==> src/hdl/tsbm_pkg.sv <==
// Shared types and constants of the typed slot buffer manager.
package tsbm_pkg;

  localparam int SLOT_COUNT = 8;
  localparam int SLOT_W = (SLOT_COUNT > 1) ? $clog2(SLOT_COUNT) : 1;
  localparam int CNT_W = $clog2(SLOT_COUNT + 1);
  localparam int IDX_IN_W = 3;
  localparam int CMP_W = (SLOT_W > IDX_IN_W) ? SLOT_W : IDX_IN_W;

  typedef enum logic [1:0] {
    REQ_CLAIM_FREE = 2'd0,
    REQ_COMMIT     = 2'd1,
    REQ_CLAIM_KIND = 2'd2,
    REQ_RELEASE    = 2'd3
  } req_t;

  typedef enum logic [1:0] {
    SLOT_FREE     = 2'd0,
    SLOT_RESERVED = 2'd1,
    SLOT_FULL     = 2'd2
  } slot_state_t;

  typedef enum logic [1:0] {
    ST_OK           = 2'd0,
    ST_NO_FREE      = 2'd1,
    ST_NO_KIND      = 2'd2,
    ST_NOT_RESERVED = 2'd3
  } status_t;

  // A request travelling along the row of slot cells.
  typedef struct packed {
    logic                vld;
    req_t                req;
    logic                kind;
    logic [IDX_IN_W-1:0] slot_index;
    logic                hit;
    logic [SLOT_W-1:0]   granted;
  } probe_t;

endpackage

==> src/hdl/typed_slot_buffer_manager_core.sv <==
// Top level of the typed slot buffer manager: request entry, slot cell row and result tally.
//
// Requests enter on in_valid/in_stall with req_type, item_kind and slot_index;
// a transaction completes at a clock edge where in_valid is high and in_stall low.
// Each request yields exactly one result on out_valid/out_stall carrying
// granted_slot, status and the free, jacket and shoe counts after the request.
// The request travels down a row of SLOT_COUNT slot cells, one cell per cycle;
// the first matching cell serves it, so the walk sets the timing.
// The result passes through the slot cell registers, the holding register and the
// output register, and one request is in the block at a time, so a new request is
// taken only once the last result has moved to the output register.
// A finished result waits in a holding register while the output register is
// stalled; in_stall stays high until the result has moved to the output register.
// Synchronous reset frees every slot, sets the free count to SLOT_COUNT, clears
// the jacket and shoe counts and drops all pending work.
module typed_slot_buffer_manager_core (
  input  logic       clk,
  input  logic       rst,
  input  logic       in_valid,
  output logic       in_stall,
  input  logic [1:0] req_type,
  input  logic       item_kind,
  input  logic [2:0] slot_index,
  output logic       out_valid,
  input  logic       out_stall,
  output logic [2:0] granted_slot,
  output logic [1:0] status,
  output logic [3:0] free_slots,
  output logic [3:0] jackets_ready,
  output logic [3:0] shoes_ready
);

  tsbm_pkg::probe_t probe [tsbm_pkg::SLOT_COUNT+1];
  tsbm_pkg::probe_t tail;

  logic busy;
  logic busy_next;
  logic accept;
  logic move_out;

  logic [tsbm_pkg::CNT_W-1:0] free_total;
  logic [tsbm_pkg::CNT_W-1:0] free_total_next;
  logic [tsbm_pkg::CNT_W-1:0] jacket_total;
  logic [tsbm_pkg::CNT_W-1:0] jacket_total_next;
  logic [tsbm_pkg::CNT_W-1:0] shoe_total;
  logic [tsbm_pkg::CNT_W-1:0] shoe_total_next;
  tsbm_pkg::status_t          result_status;

  logic                        pend_valid;
  logic [tsbm_pkg::SLOT_W-1:0] pend_granted;
  tsbm_pkg::status_t           pend_status;

  assign accept = in_valid && !busy;
  assign in_stall = busy;
  assign move_out = pend_valid && (!out_valid || !out_stall);

  always_comb begin
    probe[0].vld = accept;
    probe[0].req = tsbm_pkg::req_t'(req_type);
    probe[0].kind = item_kind;
    probe[0].slot_index = slot_index;
    probe[0].hit = 1'b0;
    probe[0].granted = '0;
  end

  for (genvar i = 0; i < tsbm_pkg::SLOT_COUNT; i++) begin : g_cell
    tsbm_cell u_cell (
      .clk        (clk),
      .rst        (rst),
      .cell_index (tsbm_pkg::SLOT_W'(i)),
      .probe_in   (probe[i]),
      .probe_out  (probe[i+1])
    );
  end

  assign tail = probe[tsbm_pkg::SLOT_COUNT];

  always_comb begin
    free_total_next = free_total;
    jacket_total_next = jacket_total;
    shoe_total_next = shoe_total;
    result_status = tsbm_pkg::ST_OK;
    unique case (tail.req)
      tsbm_pkg::REQ_CLAIM_FREE: begin
        if (!tail.hit) begin
          result_status = tsbm_pkg::ST_NO_FREE;
        end else if (free_total != '0) begin
          free_total_next = free_total - 1'b1;
        end
      end
      tsbm_pkg::REQ_COMMIT: begin
        if (!tail.hit) begin
          result_status = tsbm_pkg::ST_NOT_RESERVED;
        end else if (tail.kind) begin
          shoe_total_next = shoe_total + 1'b1;
        end else begin
          jacket_total_next = jacket_total + 1'b1;
        end
      end
      tsbm_pkg::REQ_CLAIM_KIND: begin
        if (!tail.hit) begin
          result_status = tsbm_pkg::ST_NO_KIND;
        end else if (tail.kind) begin
          if (shoe_total != '0) begin
            shoe_total_next = shoe_total - 1'b1;
          end
        end else if (jacket_total != '0) begin
          jacket_total_next = jacket_total - 1'b1;
        end
      end
      tsbm_pkg::REQ_RELEASE: begin
        if (!tail.hit) begin
          result_status = tsbm_pkg::ST_NOT_RESERVED;
        end else begin
          free_total_next = free_total + 1'b1;
        end
      end
    endcase
  end

  always_comb begin
    busy_next = busy;
    if (accept) begin
      busy_next = 1'b1;
    end else if (move_out) begin
      busy_next = 1'b0;
    end
  end

  always_ff @(posedge clk) begin
    if (rst) begin
      busy <= 1'b0;
      pend_valid <= 1'b0;
      out_valid <= 1'b0;
      free_total <= tsbm_pkg::CNT_W'(tsbm_pkg::SLOT_COUNT);
      jacket_total <= '0;
      shoe_total <= '0;
    end else begin
      busy <= busy_next;
      if (tail.vld) begin
        pend_valid <= 1'b1;
        free_total <= free_total_next;
        jacket_total <= jacket_total_next;
        shoe_total <= shoe_total_next;
      end else if (move_out) begin
        pend_valid <= 1'b0;
      end
      if (move_out) begin
        out_valid <= 1'b1;
      end else if (!out_stall) begin
        out_valid <= 1'b0;
      end
    end
  end

  always_ff @(posedge clk) begin
    if (tail.vld) begin
      pend_granted <= tail.hit ? tail.granted : '0;
      pend_status <= result_status;
    end
    if (move_out) begin
      granted_slot <= 3'(pend_granted);
      status <= pend_status;
      free_slots <= 4'(free_total);
      jackets_ready <= 4'(jacket_total);
      shoes_ready <= 4'(shoe_total);
    end
  end

endmodule

==> src/hdl/tsbm_cell.sv <==
// One slot cell: holds a slot's state and kind and serves a passing request.
module tsbm_cell (
  input  logic                       clk,
  input  logic                       rst,
  input  logic [tsbm_pkg::SLOT_W-1:0] cell_index,
  input  tsbm_pkg::probe_t           probe_in,
  output tsbm_pkg::probe_t           probe_out
);

  tsbm_pkg::slot_state_t state;
  tsbm_pkg::slot_state_t state_next;
  logic                  kind;
  logic                  kind_next;
  tsbm_pkg::probe_t      probe_next;
  logic                  addressed;
  logic                  take;

  always_comb begin
    addressed = (tsbm_pkg::CMP_W'(probe_in.slot_index) == tsbm_pkg::CMP_W'(cell_index)) &&
                (state == tsbm_pkg::SLOT_RESERVED);
    take = 1'b0;
    state_next = state;
    kind_next = kind;
    probe_next = probe_in;
    if (probe_in.vld && !probe_in.hit) begin
      unique case (probe_in.req)
        tsbm_pkg::REQ_CLAIM_FREE: begin
          if (state == tsbm_pkg::SLOT_FREE) begin
            take = 1'b1;
            state_next = tsbm_pkg::SLOT_RESERVED;
            probe_next.granted = cell_index;
          end
        end
        tsbm_pkg::REQ_COMMIT: begin
          if (addressed) begin
            take = 1'b1;
            state_next = tsbm_pkg::SLOT_FULL;
            kind_next = probe_in.kind;
          end
        end
        tsbm_pkg::REQ_CLAIM_KIND: begin
          if (state == tsbm_pkg::SLOT_FULL && kind == probe_in.kind) begin
            take = 1'b1;
            state_next = tsbm_pkg::SLOT_RESERVED;
            probe_next.granted = cell_index;
          end
        end
        tsbm_pkg::REQ_RELEASE: begin
          if (addressed) begin
            take = 1'b1;
            state_next = tsbm_pkg::SLOT_FREE;
          end
        end
      endcase
    end
    if (take) begin
      probe_next.hit = 1'b1;
    end
  end

  always_ff @(posedge clk) begin
    if (rst) begin
      state <= tsbm_pkg::SLOT_FREE;
      probe_out <= '0;
    end else begin
      state <= state_next;
      probe_out <= probe_next;
    end
  end

  always_ff @(posedge clk) begin
    kind <= kind_next;
  end

endmodule

==> config.mk <==
export PLATFORM = sky130hd
export DESIGN_NAME = typed_slot_buffer_manager_core
export DESIGN_NICKNAME = d
export VERILOG_FILES = /design/src/hdl/tsbm_pkg.sv /design/src/hdl/typed_slot_buffer_manager_core.sv /design/src/hdl/tsbm_cell.sv
export SDC_FILE = /design/constraint.sdc
export NUM_CORES = 1
export LEC_CHECK = 0
export CORE_MARGIN = 2
export CORE_UTILIZATION = 56
export CTS_BUF_LIST = sky130_fd_sc_hd__clkbuf_16
export DETAILED_ROUTE_END_ITERATION = 6
export DONT_BUFFER_PORTS = 1
export PLACE_DENSITY = 0.74
export SYNTH_ARGS = -nofsm -noshare
export SYNTH_HDL_FRONTEND = slang
export SYNTH_SLANG_ARGS = --single-unit
==> constraint.sdc <==
create_clock -name clk -period 2 [get_ports clk]
set_input_delay 0.1 -clock clk [delete_from_list [all_inputs] [get_ports clk]]
set_output_delay 0.1 -clock clk [all_outputs]
set_load 0.05 [all_outputs]
==> flow_summary.json <==
{
  "synthXorXnorAreaFrac_pct": 2.21,
  "rows": 34,
  "setup_tns_ps": 0,
  "syn_nets": 493,
  "synth_area_um2": 5150,
  "synthFlopType": "dfxtp_1",
  "synthMuxAreaShare_pct": 0.583,
  "fin_nets": 518,
  "cts_max_level": 4,
  "ant_nets": 0,
  "placedCellCount": 577,
  "ys_seq_elements": 139,
  "antenna_found_initial": 0,
  "start_util_pct": 58.5,
  "die_h_um": 99.9,
  "path_cells": "nand2b_1 -> inv_2 -> ha_4 -> nand3_1 -> and3_1 -> or4b_1 -> a21oi_1",
  "max_clock_freq_mhz": 536,
  "drc": 0,
  "detail_route.first_pass.iterations": 4,
  "synth_edf_count": 30,
  "ios": 29,
  "hold_path.class": "in2reg",
  "hpwl_um": 5690,
  "die-area_um2": 9980,
  "required_ps": 2340,
  "ys_async_sr_fraction_pct": 0,
  "syn_inst": 474,
  "final_cells": 620,
  "worst_pin_slew_ps": 634,
  "cts.clk_slew.worst_paths_ps": 60,
  "synth_compound_area_share_pct": 11.7,
  "area_delta_synth_final_pct": 18.0,
  "peakVddDrop_v": 0.000701,
  "vias": 3486,
  "cts_tree": "yes",
  "p_per_area_nw_per_um2": 1030,
  "synth_cell_types": 52,
  "critical-path-slowest-cell": "or4b_1",
  "cts_made_buffers": 17,
  "n_antenna_cell": 0,
  "cpPeakStageDelay_ps": 460,
  "fin_ws_ps": 135,
  "fin_hold_ws_ps": 28.5,
  "start_kind": "register",
  "fin_crit_sh_pct": 93.2,
  "finalSetupViolCount": 0,
  "wire_per_inst_um": 14.5,
  "maxSlewViolCount": 0,
  "grt_pass1_wl_um": 15300,
  "maxCapViolCount": 0,
  "clock-sinks": 139,
  "end_kind": "register",
  "grt_overflow": 0,
  "chipWidth_um": 99.9,
  "dp_slack_ps": 103,
  "path_max_fanout": 7,
  "arrival_ps": 2200,
  "drt_wl_total_um": 9020,
  "grt_pass1_vias": 3448,
  "synth-adder-area-share_pct": 2.63,
  "clock_path_buffers": 2,
  "grt_usage_pct": 19.5,
  "syn_avg_cell_area_um2": 10.9,
  "utilization_pct": 69.0,
  "cts-root-buf": "clkbuf_16",
  "post-cts-setup-buffers": 0,
  "drive_gt1_share_pct": 9.77,
  "gp_congestion": 0.828,
  "slew_headroom_pct": 57.7,
  "p_leak_nw": 2.19,
  "grt_max_degree": 100,
  "rsz0062_at_grt": "false",
  "synthSimpleGateAreaFrac_pct": 20.0,
  "ys_seq_area_share_pct": 59.9,
  "hold_viol": 0,
  "drt_iter0_drc": 234,
  "core_area_um2": 8810,
  "synth_warnings": 0,
  "vias_per_cell": 5.62,
  "period_minus_slack_ps": 1860,
  "clock_latency_ps": 420,
  "clock_skew_ps": 11.5,
  "status": "finished clean",
  "critPathKind": "reg2reg",
  "synth_top_family_by_area": "simple AND/OR/NAND/NOR gates",
  "io_buffers": 0
}
[cell usage after synthesis (4+ instances only)]
cell      number  area share, %
o21a_1         7            1.0
edfxtp_1      30             18
and3_1        10            1.2
nand3_1        8           0.78
and2_1         5           0.61
o211ai_1       4           0.58
nor2_1        36            2.6
xnor2_1       10            1.7
nand2_1       16            1.2
nand4_1        6           0.73
a211oi_1       7            1.0
inv_1         27            2.0
a31oi_1        5           0.61
ha_1           6            1.5
nand2b_1       9            1.1
a21oi_1       28            2.7
o21ai_0       12            1.2
nor4_1         9            1.1
dfxtp_1      109             42
nor2b_1       55            6.7
clkbuf_1      12           0.87
nor3_1         7           0.68
[registers in the layout (all words and copies together), names as in the netlist]
register / flops
g_cell.u_cell.kind: 8
pend_valid: 1
jacket_total: 4
g_cell.u_cell.probe_out: 78
pend_granted: 3
g_cell.u_cell.state: 16
pend_status: 2
jackets_ready: 4
out_valid: 1
free_slots: 4
shoe_total: 4
status: 2
free_total: 4
shoes_ready: 4
in_stall: 1
granted_slot: 3
[logic make-up after synthesis]
| group | count (synthesis) |
|---|---|
| AO/OA/AOI/OAI | 88 |
| XOR/XNOR | 13 |
| adder cells (fa/ha/maj) | 9 |
| buffers and inverters | 41 |
| flip-flops | 139 |
| multiplexers | 3 |
| AND/OR/NAND/NOR | 181 |
[metrics by stage]
step,power (mW),area (um2)
after floorplan,3.06,5150
after global placement,3.05,5300
after detailed placement,3.06,5300
after CTS,6.33,6040
after global routing,6.47,6070
final,6.28,6070
[worst paths after layout]
kind,from,end,slack (ps),depth (start not counted)
worst max-delay path,g_cell[7].u_cell.probe_out[8],shoe_total[3],140,7
worst min-delay path,rst,g_cell[2].u_cell.probe_out[3],30,2
worst max register to register,g_cell[7].u_cell.probe_out[8],shoe_total[3],140,7
worst min register to register,pend_granted[2],granted_slot[2],420,0
[per-layer routing]
| layer | GRT usage [%] | wire length [um] |
|---|---|---|
| met2 | 32.5 | 4500 |
| met3 | 6.20 | 441 |
| met4 | 9.38 | 151 |
| met5 | 0 | 0 |
| met1 | 23.1 | 3930 |
[repair_timing]
action                                 CTS  global route
gates resized for setup                  0             4
endpoints found under the hold margin  102             1
hold buffers                            10             1
setup endpoints to repair                0             2
[layout make-up]
| cell class | instances | area (um2) |
|---|---|---|
| Sequential cell | 139 | 3080 |
| Fill cell | 619 | 2730 |
| Multi-Input combinational cell | 294 | 1930 |
| Clock buffer | 17 | 425 |
| Clock inverter | 15 | 198 |
| Timing Repair Buffer | 20 | 195 |
| Tap cell | 108 | 135 |
| Inverter | 27 | 101 |
[power by group]
part	internal (mW)	total, mW	switching (mW)
Combinational	0.0552	0.132	0.0765
Sequential	2.89	2.92	0.0255
Clock	2.08	3.23	1.15
Total	5.03	6.28	1.25
[placed cells by master (no fill, tap or decap), types with 6 or more instances in the layout]
cell,n
a211oi_1,7
a21oi_1,26
and3_1,10
buf_4,9
clkbuf_16,17
dfxtp_1,109
dlygate4sd3_1,10
edfxtp_1,30
inv_1,27
nand2_1,16
nand2b_1,9
nand3_1,8
nand4_1,6
nor2_1,36
nor2b_1,55
nor3_1,7
nor4_1,9
o21a_1,7
o21ai_0,12
xnor2_1,10
[worst max-delay path, delay by kind of cell (launching register included)]
| family | cells | cell delay (ps) |
|---|---|---|
| DFF | 1 | 340 |
| AOI/OAI and AO/OA | 1 | 150 |
| buffers and inverters | 1 | 100 |
| adders and majority gates | 1 | 300 |
| and+or+nand+nor | 4 | 900 |
Note: power is estimated with default switching activity, not from simulation.
